--- src/sv/wsfd_pkg.sv ---
// wsfd_pkg: constants, result word type and helpers for the websocket frame decoder
// no dependencies; imported by websocket_frame_decoder_top

package wsfd_pkg;

  localparam logic [7:0] RSV_MASK = 8'h70;
  localparam logic [7:0] TOP_BIT = 8'h80;
  localparam logic [6:0] LEN_EXT16 = 7'h7e;
  localparam logic [6:0] LEN_EXT64 = 7'h7f;

  localparam logic [3:0] OP_TEXT = 4'h1;
  localparam logic [3:0] OP_BINARY = 4'h2;
  localparam logic [3:0] OP_CLOSE = 4'h8;
  localparam logic [3:0] OP_PING = 4'h9;
  localparam logic [3:0] OP_PONG = 4'ha;

  localparam logic [1:0] ST_TEXT = 2'd0;
  localparam logic [1:0] ST_CLOSE = 2'd1;
  localparam logic [1:0] ST_OTHER = 2'd2;
  localparam logic [1:0] ST_ERROR = 2'd3;

  localparam logic [2:0] ERR_NONE = 3'd0;
  localparam logic [2:0] ERR_RSV = 3'd1;
  localparam logic [2:0] ERR_FIN = 3'd2;
  localparam logic [2:0] ERR_UNMASKED = 3'd3;
  localparam logic [2:0] ERR_LEN64 = 3'd4;
  localparam logic [2:0] ERR_OPCODE = 3'd5;
  localparam logic [2:0] ERR_TRUNC = 3'd6;

  localparam int POS_W = 17;
  localparam logic [POS_W-1:0] POS_MAX = 17'h1ffff;

  localparam logic KIND_PAYLOAD = 1'b0;
  localparam logic KIND_STATUS = 1'b1;

  localparam int QDEPTH = 3;

  typedef struct packed {
    logic        kind;
    logic [7:0]  pbyte;
    logic [1:0]  status;
    logic [2:0]  cause;
    logic [3:0]  opcode;
    logic [15:0] length;
    logic        last;
  } result_t;

  function automatic logic [1:0] ptr_inc(input logic [1:0] p);
    return (p == 2'(QDEPTH - 1)) ? 2'd0 : p + 2'd1;
  endfunction

endpackage

--- src/sv/websocket_frame_decoder_top.sv ---
// websocket_frame_decoder_top: client frame parser, unmasking and status reporting
// depends on wsfd_pkg; result words leave through a three-entry output queue
//
// channel  handshake            fields
// in       in_valid/in_ready    data_byte, frame_end
// out      out_valid/out_ready  item_kind, payload_byte, frame_status, error_cause,
//                               frame_opcode, payload_length, last_result
//
// one word per cycle while in_ready; header parse, unmask and status in the accept cycle
// results are registered into the queue on accept and show on out once at its head
// a frame end can cause two result words, the queue takes both in the same cycle
// in_ready is high while the queue holds at most one word, so a stalled out side blocks in
// synchronous reset clears the frame state and empties the queue

module websocket_frame_decoder_top (
  input  logic        clk,
  input  logic        rst,
  input  logic        in_valid,
  output logic        in_ready,
  input  logic [7:0]  data_byte,
  input  logic        frame_end,
  output logic        out_valid,
  input  logic        out_ready,
  output logic        item_kind,
  output logic [7:0]  payload_byte,
  output logic [1:0]  frame_status,
  output logic [2:0]  error_cause,
  output logic [3:0]  frame_opcode,
  output logic [15:0] payload_length,
  output logic        last_result
);
  import wsfd_pkg::*;

  logic [POS_W-1:0] pos, pos_next;
  logic [7:0]       hdr, hdr_next;
  logic [15:0]      decl, decl_next;
  logic             ext, ext_next;
  logic [31:0]      key, key_next;
  logic [2:0]       ferr, ferr_next;

  result_t          q [QDEPTH];
  logic [1:0]       wr_ptr, rd_ptr, cnt;

  logic             accept, pop;
  logic [3:0]       op;
  logic             text, op_known, emit;
  logic [2:0]       err_a;
  logic [POS_W-1:0] hdr_len, key_end, need, off;
  logic [7:0]       kb;
  result_t          pay_item, stat_item, item0;
  logic [1:0]       push_n;

  assign accept = in_valid && in_ready;
  assign pop = out_valid && out_ready;
  assign in_ready = (cnt <= 2'd1);
  assign out_valid = (cnt != 2'd0);

  always_comb begin
    hdr_next = hdr;
    decl_next = decl;
    ext_next = ext;
    key_next = key;
    ferr_next = ferr;
    emit = 1'b0;
    kb = 8'd0;
    op_known = 1'b0;
    off = '0;

    // byte 0 checks
    if (pos == '0) begin
      hdr_next = data_byte;
      op_known = data_byte[3:0] inside {OP_TEXT, OP_BINARY, OP_CLOSE, OP_PING, OP_PONG};
      if (ferr_next == ERR_NONE) begin
        if ((data_byte & RSV_MASK) != 8'd0) ferr_next = ERR_RSV;
        else if (!data_byte[7]) ferr_next = ERR_FIN;
        else if (!op_known) ferr_next = ERR_OPCODE;
      end
    end
    op = hdr_next[3:0];
    text = (op == OP_TEXT);
    err_a = ferr_next;

    hdr_len = ext ? 17'd4 : 17'd2;
    key_end = hdr_len + 17'd4;

    // length byte
    if (pos == 17'd1) begin
      if (ferr_next == ERR_NONE && !data_byte[7]) ferr_next = ERR_UNMASKED;
      if (text) begin
        if (data_byte[6:0] == LEN_EXT16) begin
          ext_next = 1'b1;
          decl_next = 16'd0;
        end else if (data_byte[6:0] == LEN_EXT64) begin
          if (ferr_next == ERR_NONE) ferr_next = ERR_LEN64;
        end else begin
          decl_next = {9'd0, data_byte[6:0]};
        end
      end
    end else if (pos >= 17'd2 && text && err_a == ERR_NONE) begin
      if (ext && pos == 17'd2) begin
        decl_next = {data_byte, 8'd0};
      end else if (ext && pos == 17'd3) begin
        decl_next = {decl[15:8], data_byte};
      end else if (decl != 16'd0 && pos >= hdr_len) begin
        if (pos < key_end) begin
          key_next = {key[23:0], data_byte};
        end else begin
          off = pos - key_end;
          if (off < {1'b0, decl}) begin
            emit = 1'b1;
            case (off[1:0])
              2'd0: kb = key[31:24];
              2'd1: kb = key[23:16];
              2'd2: kb = key[15:8];
              default: kb = key[7:0];
            endcase
          end
        end
      end
    end

    pos_next = (pos < POS_MAX) ? pos + 17'd1 : pos;

    // frame completion
    need = 17'd2;
    if (text) begin
      need = (ext_next ? 17'd4 : 17'd2) +
             ((decl_next != 16'd0) ? (17'd4 + {1'b0, decl_next}) : 17'd0);
    end
    if (frame_end && pos_next < need && ferr_next == ERR_NONE) ferr_next = ERR_TRUNC;

    pay_item.kind = KIND_PAYLOAD;
    pay_item.pbyte = data_byte ^ kb;
    pay_item.status = ST_TEXT;
    pay_item.cause = ERR_NONE;
    pay_item.opcode = op;
    pay_item.length = 16'd0;
    pay_item.last = !frame_end;

    stat_item.kind = KIND_STATUS;
    stat_item.pbyte = 8'd0;
    if (ferr_next != ERR_NONE) stat_item.status = ST_ERROR;
    else if (op == OP_CLOSE) stat_item.status = ST_CLOSE;
    else if (text) stat_item.status = ST_TEXT;
    else stat_item.status = ST_OTHER;
    stat_item.cause = ferr_next;
    stat_item.opcode = op;
    stat_item.length = text ? decl_next : 16'd0;
    stat_item.last = 1'b1;

    item0 = emit ? pay_item : stat_item;
    push_n = accept ? ({1'b0, emit} + {1'b0, frame_end}) : 2'd0;
  end

  always_ff @(posedge clk) begin
    if (rst) begin
      pos <= '0;
      hdr <= 8'd0;
      decl <= 16'd0;
      ext <= 1'b0;
      key <= 32'd0;
      ferr <= ERR_NONE;
    end else if (accept) begin
      if (frame_end) begin
        pos <= '0;
        hdr <= 8'd0;
        decl <= 16'd0;
        ext <= 1'b0;
        key <= 32'd0;
        ferr <= ERR_NONE;
      end else begin
        pos <= pos_next;
        hdr <= hdr_next;
        decl <= decl_next;
        ext <= ext_next;
        key <= key_next;
        ferr <= ferr_next;
      end
    end
  end

  // output queue
  always_ff @(posedge clk) begin
    for (int i = 0; i < QDEPTH; i++) begin
      if (push_n != 2'd0 && wr_ptr == 2'(i)) q[i] <= item0;
      if (push_n == 2'd2 && ptr_inc(wr_ptr) == 2'(i)) q[i] <= stat_item;
    end
  end

  always_ff @(posedge clk) begin
    if (rst) begin
      wr_ptr <= 2'd0;
      rd_ptr <= 2'd0;
      cnt <= 2'd0;
    end else begin
      if (push_n == 2'd1) wr_ptr <= ptr_inc(wr_ptr);
      else if (push_n == 2'd2) wr_ptr <= ptr_inc(ptr_inc(wr_ptr));
      if (pop) rd_ptr <= ptr_inc(rd_ptr);
      cnt <= cnt + push_n - {1'b0, pop};
    end
  end

  assign item_kind = q[rd_ptr].kind;
  assign payload_byte = q[rd_ptr].pbyte;
  assign frame_status = q[rd_ptr].status;
  assign error_cause = q[rd_ptr].cause;
  assign frame_opcode = q[rd_ptr].opcode;
  assign payload_length = q[rd_ptr].length;
  assign last_result = q[rd_ptr].last;

  a_end_clears: assert property (@(posedge clk) disable iff (rst)
    accept && frame_end |=> pos == '0 && ferr == ERR_NONE)
    else $error("frame state not cleared after frame end");

  a_status_last: assert property (@(posedge clk) disable iff (rst)
    out_valid && item_kind == KIND_STATUS |-> last_result)
    else $error("status word not marked last");

  a_err_cause: assert property (@(posedge clk) disable iff (rst)
    out_valid && item_kind == KIND_STATUS |->
      ((frame_status == ST_ERROR) == (error_cause != ERR_NONE)))
    else $error("status and error cause disagree");

  a_queue_bound: assert property (@(posedge clk) disable iff (rst)
    cnt <= 2'(QDEPTH))
    else $error("output queue overflow");

endmodule
--- config.mk ---
export PLATFORM = sky130hd
export DESIGN_NAME = websocket_frame_decoder_top
export DESIGN_NICKNAME = d
export VERILOG_FILES = /design/src/sv/wsfd_pkg.sv /design/src/sv/websocket_frame_decoder_top.sv
export SDC_FILE = /design/constraint.sdc
export NUM_CORES = 1
export LEC_CHECK = 0
export BUFFER_PORTS_ARGS = -buffer_cell sky130_fd_sc_hd__buf_4
export CORE_MARGIN = 2
export CORE_UTILIZATION = 30
export DETAILED_ROUTE_END_ITERATION = 16
export PLACE_DENSITY = 0.45
export SYNTH_ARGS = -nofsm -noshare
export SYNTH_HDL_FRONTEND = slang
export SYNTH_SLANG_ARGS = --single-unit
--- constraint.sdc ---
create_clock -name clk -period 9.8 [get_ports clk]
set_input_delay 0 -clock clk [delete_from_list [all_inputs] [get_ports clk]]
set_output_delay 0 -clock clk [all_outputs]
set_load 0.01 [all_outputs]
==> impl_metrics.py, run 1 <==
metrics = {
    "status": {
        "status": "completed",
    },
    "pwr": {
        "p_int_uw": 1410,
        "vdd_drop_max_v": 0.00009145,
        "comb_power_share_pct": 21.7,
        "p_switching_uw": 651.0,
        "power_switching_share_pct": 31.59,
        "fin_total_pwr_uw": 2061,
        "powerDensity_mw_per_mm2": 159.2,
        "leakagePower_uw": 0.004768,
        "clkPwrFrac_pct": 34.8,
        "seqPwrFrac_pct": 43.5,
    },
    "setup_path": {
        "cp_common_cell": "a21oi_1",
        "crit_required_ns": 10.11,
        "crit_type": "flip-flop to flip-flop",
        "max_stage_delay_ns": 0.86,
        "critical-path-top-delay-family": "compound AO/OA/AOI/OAI gates",
        "critPathBufInv": 3,
        "crit_path_max_fanout": 17,
        "critical_path_arrival_ns": 8.88,
        "start_kind": "flip-flop",
        "slowest_stage": "dfxtp_1",
        "worstSetupEndpointType": "flip-flop",
    },
    "layout": {
        "ff_latch_area_sq_mm": 0.004677,
        "final_common_cell": "nor2_1",
        "final_cell_mix": "209 x nor2_1, 133 x nand2_1, 95 x edfxtp_1",
        "multi_input_area_sq_mm": 0.006262,
        "finish.instance_area_sq_mm": 0.01294,
        "fillers": 3881,
        "antenna_cells": 0,
        "finalNonFillerCells": 1815,
        "syn_to_final_growth_pct": 13.38,
        "nets": 1357,
        "layout-drive-gt1-share_pct": 12.12,
        "fin_util_pct": 34.45,
    },
    "floorplan": {
        "row_count": 71,
        "die_y_microns": 199.1,
        "initial_core_util_pct": 30.38,
        "io_pins": 50,
        "dieArea_sq_mm": 0.03963,
        "core_sq_mm": 0.03758,
        "die_x_microns": 199.1,
    },
    "timing": {
        "fmax_ghz": 0.1167,
        "tightest_slew_ns": 1.202,
        "finalSetupTns_ns": 0,
        "rsz0062_at_grt": "false",
        "max-slew-margin-rel_pct": 17.79,
        "skew_ns": 0.01820,
        "slew_violations": 0,
        "hold_viol": 0,
        "period_share_pct": 87.42,
        "fin_crit_ns": 8.567,
        "setup_viol": 0,
    },
    "logic_synthesis": {
        "yosys_register_bits": 186,
        "yosysWarnings": 0,
        "syn_area_sq_mm": 0.01142,
        "synthFlopType": "edfxtp_1",
        "synth_xor_xnor_area_share_pct": 3.759,
        "yosys.area_share.simple_pct": 21.74,
        "ys_async_sr_fraction_pct": 0,
        "synth_compound_area_share_pct": 16.46,
        "synthCells": 1281,
        "ys_types": 78,
        "avgSynthCellArea_sq_um": 8.912,
        "synthesis.nets": 1347,
        "synth_adder_area_share_pct": 6.006,
        "synth.area.mux_share_pct": 6.576,
        "ys_seq_area_share_pct": 40.95,
        "synth-edff-count": 95,
        "synth_top_family_by_area": "simple AND/OR/NAND/NOR gates",
    },
    "global_routing": {
        "antenna_found_initial": 0,
        "grt.total_usage_pct": 17.85,
        "grt_overflow_total": 0,
        "grt_max_degree": 80,
        "grt_pass1_wl_microns": 53700,
        "grt_pass1_vias": 9000,
    },
    "route": {
        "num_vias": 9501,
        "wl_per_cell_microns": 19.18,
        "drc": 0,
        "drtIter0Drc": 688,
        "vias_per_cell": 5.235,
        "drt-total-wl_microns": 34820,
        "postRouteAntennaNets": 0,
        "first_pass_iters": 5,
    },
    "placement": {
        "dp_hpwl_microns": 24360,
        "placed_area_sq_mm": 0.01227,
        "place_inst": 1775,
        "port_buffers": 49,
        "gp_congestion": 0.8894,
    },
    "clocking": {
        "cts_root_buf": "clkbuf_16",
        "cts_tree": "yes",
        "path_clk_slew_ns": 0.08,
        "cts_sinks": 186,
        "clock_latency_ns": 0.45,
        "clockBufferDepth": 2,
        "htreeDepth": 4,
        "cts_inserted_buffers": 17,
    },
    "flow_run": {
        "cap_violations": 0,
    },
    "hold_path": {
        "min_path_type": "input pin to flip-flop",
    },
}
power groups by stage:
stage | Sequential [uW] | Clock (uW) | Combinational [uW]
final | 896 | 718 | 448
after floorplan | 901 | 0 | 287
after detailed placement | 913 | 0 | 449
after global routing | 901 | 763 | 493
after CTS | 895 | 734 | 453
after global placement | 912 | 0 | 451
synthesized netlist by cell type (3+ instances only):
master     count  area, sq um
o22ai_1        3        18.77
nor4_2         3        37.54
o21ai_1        5        25.02
nand4_1       19        118.9
and2_1        18        112.6
o21a_1         7        52.55
and4_1         5        43.79
nor4_4         3        63.81
mux4_2         8        180.2
nor2_1       211        792.0
nor4_1        11        68.82
nand3_1       31        155.2
a31oi_1        7        43.79
clkbuf_1      74        277.8
nor2b_1       10        62.56
buf_2         10        50.05
ha_1          50        625.6
inv_1         44        165.2
a21oi_1       49        245.2
a22oi_1       71        533.0
and3_1         7        43.79
a21o_1        20        150.1
xnor2_1       27        236.5
a211oi_1       4        30.03
nand3b_1       4        30.03
xor2_1        22        192.7
or4_1          3        22.52
o211a_1        7        70.07
nor4b_1        5        43.79
o21ai_0       63        315.3
o2111ai_1      6        52.55
edfxtp_1      95         2853
mux2_2         8        90.09
o31ai_1        5        37.54
mux2i_1       48        480.5
o211ai_1       4        30.03
nand2b_1       5        31.28
nor3_1        17        85.08
or3_1          9        56.30
or2_2          9        56.30
dfxtp_1       91         1822
nand2_1      133        499.2
fa_1           3        60.06
cell families (layout without fill, tap and decap cells):
family,after synthesis,in the layout
AOI/OAI and AO/OA,278,278
xor gates and xnor gates,49,49
adders and majority gates,53,53
buffers and inverters,131,154
DFF,186,186
muxes,64,64
and+or+nand+nor,520,520
cell type report:
class / count / share of cell area (%)
clock buffers: 17 / 3.287
clock inverters: 15 / 1.315
inverters: 45 / 1.324
multi-input cells: 964 / 48.38
flip-flops and latches: 186 / 36.13
well taps: 511 / 4.940
repair buffers: 77 / 4.621
sequential cells by signal (all words and copies together), names as in the netlist, named ones only:
name,flops
cnt,2
decl,16
ext,1
ferr,3
hdr,4
key,32
pos,17
q,105
rd_ptr,2
wr_ptr,2
worst reg2reg max path: cells and delay by family (launching register included):
kind	cells	cell delay (ns)
adders and majority gates	4	1.11
DFF	1	0.86
buffers and inverters	3	0.68
muxes	1	0.23
AOI/OAI and AO/OA	15	2.93
and+or+nand+nor	12	2.67
per-layer routing:
metal	part of all wire [%]	vias up	routed length, microns	track usage [%]
met5	0	-	0	0
met4	2.4	0	847	6.081
met3	4.2	59	1473	2.515
met2	45	235	15500	27.91
met1	49	4578	17000	25.20
li1	-	4629	-	-
through the flow:
stage	hold slack, ns	setup slack (ns)
final	0.04786	1.233
after global routing	0.06531	0.5422
after CTS	0.02704	1.344
after detailed placement	0.4168	1.349
after global placement	0.4137	1.615
after floorplan	0.2976	2.663
worst paths after layout:
| check | slack (ns) | endpoint | startpoint | cells past startpoint |
|---|---|---|---|---|
| min | 0.05 | key[3]$_SDFFE_PP0P_ | data_byte[3] | 3 |
| max reg2reg | 1.23 | q[0][22]$_DFFE_PP_ | pos[0]$_SDFFE_PP0P_ | 35 |
| max | 1.23 | q[0][22]$_DFFE_PP_ | pos[0]$_SDFFE_PP0P_ | 35 |
| min reg2reg | 0.47 | q[2][33]$_SDFFE_PP0P_ | q[2][33]$_SDFFE_PP0P_ | 2 |
timing repair:
item                       CTS  global route
hold buffers                 8             0
setup buffers                0             0
resized for setup            0             0
hold endpoints to repair    12             0
setup endpoints to repair    0             0
(Power assumes the default switching activity.)
==> run 2, diff against run 1 <==
--- a/config.mk
+++ b/config.mk
@@ -8,6 +8,7 @@
 export BUFFER_PORTS_ARGS = -buffer_cell sky130_fd_sc_hd__buf_4
 export CORE_MARGIN = 2
 export CORE_UTILIZATION = 30
+export CTS_BUF_LIST = sky130_fd_sc_hd__clkbuf_4 sky130_fd_sc_hd__clkbuf_8
 export DETAILED_ROUTE_END_ITERATION = 16
 export PLACE_DENSITY = 0.45
 export SYNTH_ARGS = -nofsm -noshare
==> impl_metrics.py, run 2 (synthesis gave the netlist of run 1 again) <==
metrics = {
    "layout": {
        "syn_to_final_growth_pct": 11.79,
        "top_regs": "q x105, key x32, pos x17",
        "final_cell_mix": "209 x nor2_1, 133 x nand2_1, 95 x edfxtp_1",
        "final_common_cell": "nor2_1",
        "layout-drive-gt1-share_pct": 12.11,
        "largest_register_ffs": 105,
        "antenna_cells": 0,
        "nets": 1358,
        "regMostFlops": "q",
        "finish.instance_area_sq_mm": 0.01276,
    },
    "setup_path": {
        "crit_path_max_fanout": 17,
        "crit_type": "flip-flop to flip-flop",
        "cp_common_cell": "a21oi_1",
        "critical_path_arrival_ns": 8.93,
        "max_stage_delay_ns": 0.88,
        "worstSetupEndpointType": "flip-flop",
        "crit_required_ns": 10.14,
        "slowest_stage": "dfxtp_1",
        "start_kind": "flip-flop",
    },
    "pwr": {
        "vdd_drop_max_v": 0.0001071,
        "clkPwrFrac_pct": 28.9,
        "leakagePower_uw": 0.004685,
        "power_switching_share_pct": 33.28,
        "p_switching_uw": 628.6,
        "powerDensity_mw_per_mm2": 148.0,
        "fin_total_pwr_uw": 1889,
        "comb_power_share_pct": 23.7,
        "seqPwrFrac_pct": 47.4,
        "p_int_uw": 1260,
    },
    "flow_run": {
        "cap_violations": 0,
    },
    "global_routing": {
        "grt_pass1_vias": 8993,
        "grt_pass1_wl_microns": 53650,
        "grt_overflow_total": 0,
        "antenna_found_initial": 0,
        "grt.total_usage_pct": 17.80,
        "grt_max_degree": 80,
    },
    "timing": {
        "fmax_ghz": 0.1164,
        "rsz0062_at_grt": "false",
        "skew_ns": 0.02775,
        "tightest_slew_ns": 1.166,
        "period_share_pct": 87.67,
        "max-slew-margin-rel_pct": 22.26,
        "finalSetupTns_ns": 0,
        "hold_viol": 0,
        "fin_crit_ns": 8.592,
        "setup_viol": 0,
        "slew_violations": 0,
    },
    "floorplan": {
        "core_sq_mm": 0.03758,
        "initial_core_util_pct": 30.38,
        "die_y_microns": 199.1,
        "io_pins": 50,
        "row_count": 71,
        "dieArea_sq_mm": 0.03963,
        "die_x_microns": 199.1,
    },
    "clocking": {
        "cts_inserted_buffers": 17,
        "clock_latency_ns": 0.48,
        "cts-resized-gates": 0,
        "htreeDepth": 4,
        "clockBufferDepth": 2,
        "cts_sinks": 186,
        "path_clk_slew_ns": 0.11,
        "post_cts_buffers": 0,
        "cts_tree": "yes",
        "cts_root_buf": "clkbuf_8",
    },
    "route": {
        "first_pass_iters": 5,
        "postRouteAntennaNets": 0,
        "num_vias": 9528,
        "drt-total-wl_microns": 34810,
        "vias_per_cell": 5.247,
        "drc": 0,
        "wl_per_cell_microns": 19.17,
        "drtIter0Drc": 692,
    },
    "placement": {
        "gp_congestion": 0.8894,
        "placed_area_sq_mm": 0.01227,
        "port_buffers": 49,
        "dp_hpwl_microns": 24360,
    },
    "status": {
        "status": "completed",
    },
    "hold_path": {
        "min_path_type": "input pin to flip-flop",
    },
}
[run 2: power by group through the flow]
stage          logic (uW)  clock network (uW)  registers [uW]
6_report              448                 545             896
5_1_grt               493                 589             901
4_1_cts               453                 562             895
3_5_place_dp          449                   0             913
3_3_place_gp          451                   0             912
2_1_floorplan         287                   0             901
[run 2: final timing paths]
| check | startpoint | endpoint | slack (ns) | cells past startpoint |
|---|---|---|---|---|
| max | pos[0]$_SDFFE_PP0P_ | q[0][22]$_DFFE_PP_ | 1.21 | 35 |
| max reg2reg | pos[0]$_SDFFE_PP0P_ | q[0][22]$_DFFE_PP_ | 1.21 | 35 |
| min reg2reg | q[2][33]$_SDFFE_PP0P_ | q[2][33]$_SDFFE_PP0P_ | 0.47 | 2 |
| min | data_byte[0] | key[0]$_SDFFE_PP0P_ | 0.03 | 3 |
[run 2: metrics by stage]
| step | hold slack, ns | util (%) | worst slack [ns] | std cells |
|---|---|---|---|---|
| CTS | 0.002570 | 33.96 | 1.341 | 1816 |
| detailed placement | 0.4168 | 32.65 | 1.349 | 1775 |
| finish | 0.03252 | 33.96 | 1.208 | 1816 |
| floorplan | 0.2976 | - | 2.663 | 1281 |
| global placement | 0.4137 | 32.65 | 1.615 | 1775 |
| global route | 0.02241 | 33.96 | 0.5336 | 1816 |
[run 2: what timing repair did]
| item | CTS | global route |
|---|---|---|
| setup endpoints to repair | 0 | 0 |
| endpoints found under the hold margin | 14 | 0 |
| hold buffers | 9 | 0 |
[run 2: final cells by class]
cell class / count / area, sq um
Sequential cell: 186 / 4677
Multi-Input combinational cell: 964 / 6262
Clock buffer: 17 / 234.0
Inverter: 45 / 171.4
Tap cell: 511 / 639.4
Clock inverter: 15 / 170.2
Fill cell: 3894 / 24820
Timing Repair Buffer: 78 / 608.1
[run 2: routing by layer]
| layer | wire [microns] | GRT usage, % | part of all wire, % |
|---|---|---|---|
| met1 | 16950 | 25.12 | 49 |
| met2 | 15650 | 28.07 | 45 |
| met3 | 1426 | 2.414 | 4.1 |
| met4 | 787 | 5.749 | 2.3 |
| met5 | 0 | 0 | 0 |
[run 2: critical path: cells and delay by family (launching register included)]
family | cells | cell delay, ns
buffers and inverters | 3 | 0.67
AO/OA/AOI/OAI | 15 | 2.91
flip-flops | 1 | 0.88
AND/OR/NAND/NOR | 12 | 2.67
adder cells (fa/ha/maj) | 4 | 1.10
multiplexers | 1 | 0.23
==> run 3, diff against run 2 <==
--- a/config.mk
+++ b/config.mk
@@ -10,6 +10,7 @@
 export CORE_UTILIZATION = 30
 export CTS_BUF_LIST = sky130_fd_sc_hd__clkbuf_4 sky130_fd_sc_hd__clkbuf_8
 export DETAILED_ROUTE_END_ITERATION = 16
+export MAX_ROUTING_LAYER = met4
 export PLACE_DENSITY = 0.45
 export SYNTH_ARGS = -nofsm -noshare
 export SYNTH_HDL_FRONTEND = slang
==> impl_metrics.py, run 3 (synthesis gave the netlist of run 1 again) <==
metrics = {
    "route": {
        "drtIter0Drc": 704,
        "top_layer": "met4",
        "drt-total-wl_microns": 34550,
        "routed-wl-met3_microns": 1375,
        "drc": 0,
        "first_pass_iters": 7,
        "num_vias": 9346,
        "wl_per_cell_microns": 19.01,
        "wl_met1_microns": 16690,
        "vias_per_cell": 5.144,
        "route.met2.wl_microns": 15880,
        "postRouteAntennaNets": 0,
    },
    "timing": {
        "fmax_ghz": 0.1184,
        "max-slew-margin-rel_pct": 18.60,
        "slew_violations": 0,
        "hold_viol": 0,
        "rsz0062_at_grt": "false",
        "setup_viol": 0,
        "tightest_slew_ns": 1.190,
        "whs_ns": 0.04382,
        "skew_ns": 0.02899,
        "period_share_pct": 86.21,
        "fin_crit_ns": 8.448,
        "finalSetupTns_ns": 0,
    },
    "global_routing": {
        "grt_pass1_wl_microns": 53650,
        "grt.total_usage_pct": 18.42,
        "grt_max_degree": 80,
        "grt_overflow_total": 0,
        "grt_pass1_vias": 8906,
        "antenna_found_initial": 0,
    },
    "hold_path": {
        "worstHoldStart": "data_byte[0]",
        "holdPathEnd": "key[0]$_SDFFE_PP0P_",
        "holdPathStages": 3,
        "min_path_type": "input pin to flip-flop",
    },
    "clocking": {
        "cts_tree": "yes",
        "cts_inserted_buffers": 17,
        "cts-resized-gates": 0,
        "cts_root_buf": "clkbuf_8",
        "path_clk_slew_ns": 0.12,
        "htreeDepth": 4,
        "cts_hold_buffers": 9,
        "clock_latency_ns": 0.49,
        "cts_sinks": 186,
        "clockBufferDepth": 2,
        "post_cts_buffers": 0,
    },
    "floorplan": {
        "initial_core_util_pct": 30.38,
        "die_y_microns": 199.1,
        "die_x_microns": 199.1,
        "io_pins": 50,
        "core_sq_mm": 0.03758,
        "row_count": 71,
        "dieArea_sq_mm": 0.03963,
    },
    "pwr": {
        "powerDensity_mw_per_mm2": 147.4,
        "vdd_drop_max_v": 0.00007202,
        "leakagePower_uw": 0.004687,
    },
    "placement": {
        "placed_area_sq_mm": 0.01228,
        "port_buffers": 49,
        "dp_hpwl_microns": 24330,
        "place_inst": 1776,
        "gp_congestion": 0.8975,
    },
    "layout": {
        "final_common_cell": "nor2_1",
        "layout-drive-gt1-share_pct": 12.17,
        "syn_to_final_growth_pct": 11.78,
        "finish.instance_area_sq_mm": 0.01276,
        "largest_register_ffs": 105,
        "final_cell_mix": "209 x nor2_1, 133 x nand2_1, 95 x edfxtp_1",
        "finalNonFillerCells": 1817,
        "antenna_cells": 0,
        "nets": 1359,
        "top_regs": "q x105, key x32, pos x17",
        "fin_util_pct": 33.96,
        "regMostFlops": "q",
    },
    "setup_path": {
        "cp_common_cell": "a21oi_1",
        "rr_startpoint": "pos[9]$_SDFFE_PP0P_",
        "r2r_end": "q[0][23]$_DFFE_PP_",
        "worstSetupEndpointType": "flip-flop",
        "critical-path-top-delay-family": "simple AND/OR/NAND/NOR gates",
        "critPathBufInv": 2,
        "crit_path_max_fanout": 14,
        "max_stage_delay_ns": 0.70,
        "start_kind": "flip-flop",
        "crit_required_ns": 10.14,
        "reg2regPathDepth": 35,
        "critical_path_arrival_ns": 8.79,
        "crit_type": "flip-flop to flip-flop",
        "slowest_stage": "nor4_4",
        "r2r_slack_ns": 1.35,
    },
    "flow_run": {
        "cap_violations": 0,
    },
    "status": {
        "status": "completed",
    },
}
-- run 3: per-layer routing --
layer | track usage [%] | vias up
li1 | - | 4625
met1 | 25.16 | 4451
met2 | 28.79 | 230
met3 | 2.245 | 40
met4 | 5.058 | 0
met5 | - | -
-- run 3: worst max-delay path by stage --
| stage | startpoint | end | slack [ns] | cells past startpoint |
|---|---|---|---|---|
| finish | pos[9]$_SDFFE_PP0P_ | q[0][23]$_DFFE_PP_ | 1.35 | 35 |
| floorplan | pos[0]$_SDFFE_PP0P_ | q[2][25]$_DFFE_PP_ | 2.66 | 36 |
| detailed placement | pos[9]$_SDFFE_PP0P_ | q[0][23]$_DFFE_PP_ | 1.46 | 35 |
| CTS | pos[9]$_SDFFE_PP0P_ | q[0][23]$_DFFE_PP_ | 1.41 | 35 |
| global placement | pos[9]$_SDFFE_PP0P_ | q[1][22]$_DFFE_PP_ | 1.61 | 35 |
| global route | pos[9]$_SDFFE_PP0P_ | q[2][22]$_DFFE_PP_ | 0.69 | 35 |
-- run 3: per-stage QoR --
| stage | total power (uW) | worst slack (ns) |
|---|---|---|
| final | 1880 | 1.352 |
| after global routing | 1976 | 0.6885 |
| after CTS | 1903 | 1.413 |
| after detailed placement | 1362 | 1.457 |
| after global placement | 1362 | 1.613 |
| after floorplan | 1188 | 2.663 |
-- run 3: final cells by class --
type	count	area [sq um]
Clock buffer	20	269.0
Clock inverter	12	126.4
Fill cell	3927	24820
Inverter	45	171.4
Multi-Input combinational cell	964	6262
Sequential cell	186	4677
Tap cell	511	639.4
Timing Repair Buffer	79	615.6
-- run 3: worst reg2reg max path, delay by kind of cell (launching register included) --
family | cells | cell delay, ns
mux | 1 | 0.23
fa+ha+maj | 3 | 0.75
compound gates | 15 | 2.40
simple gates | 14 | 3.95
flops | 1 | 0.48
buf+inv | 2 | 0.49
-- run 3: where the power goes --
group	switching, uW	internal [uW]
combinational	268	178
clock	314	225
sequential	29.1	866
total	611	1270
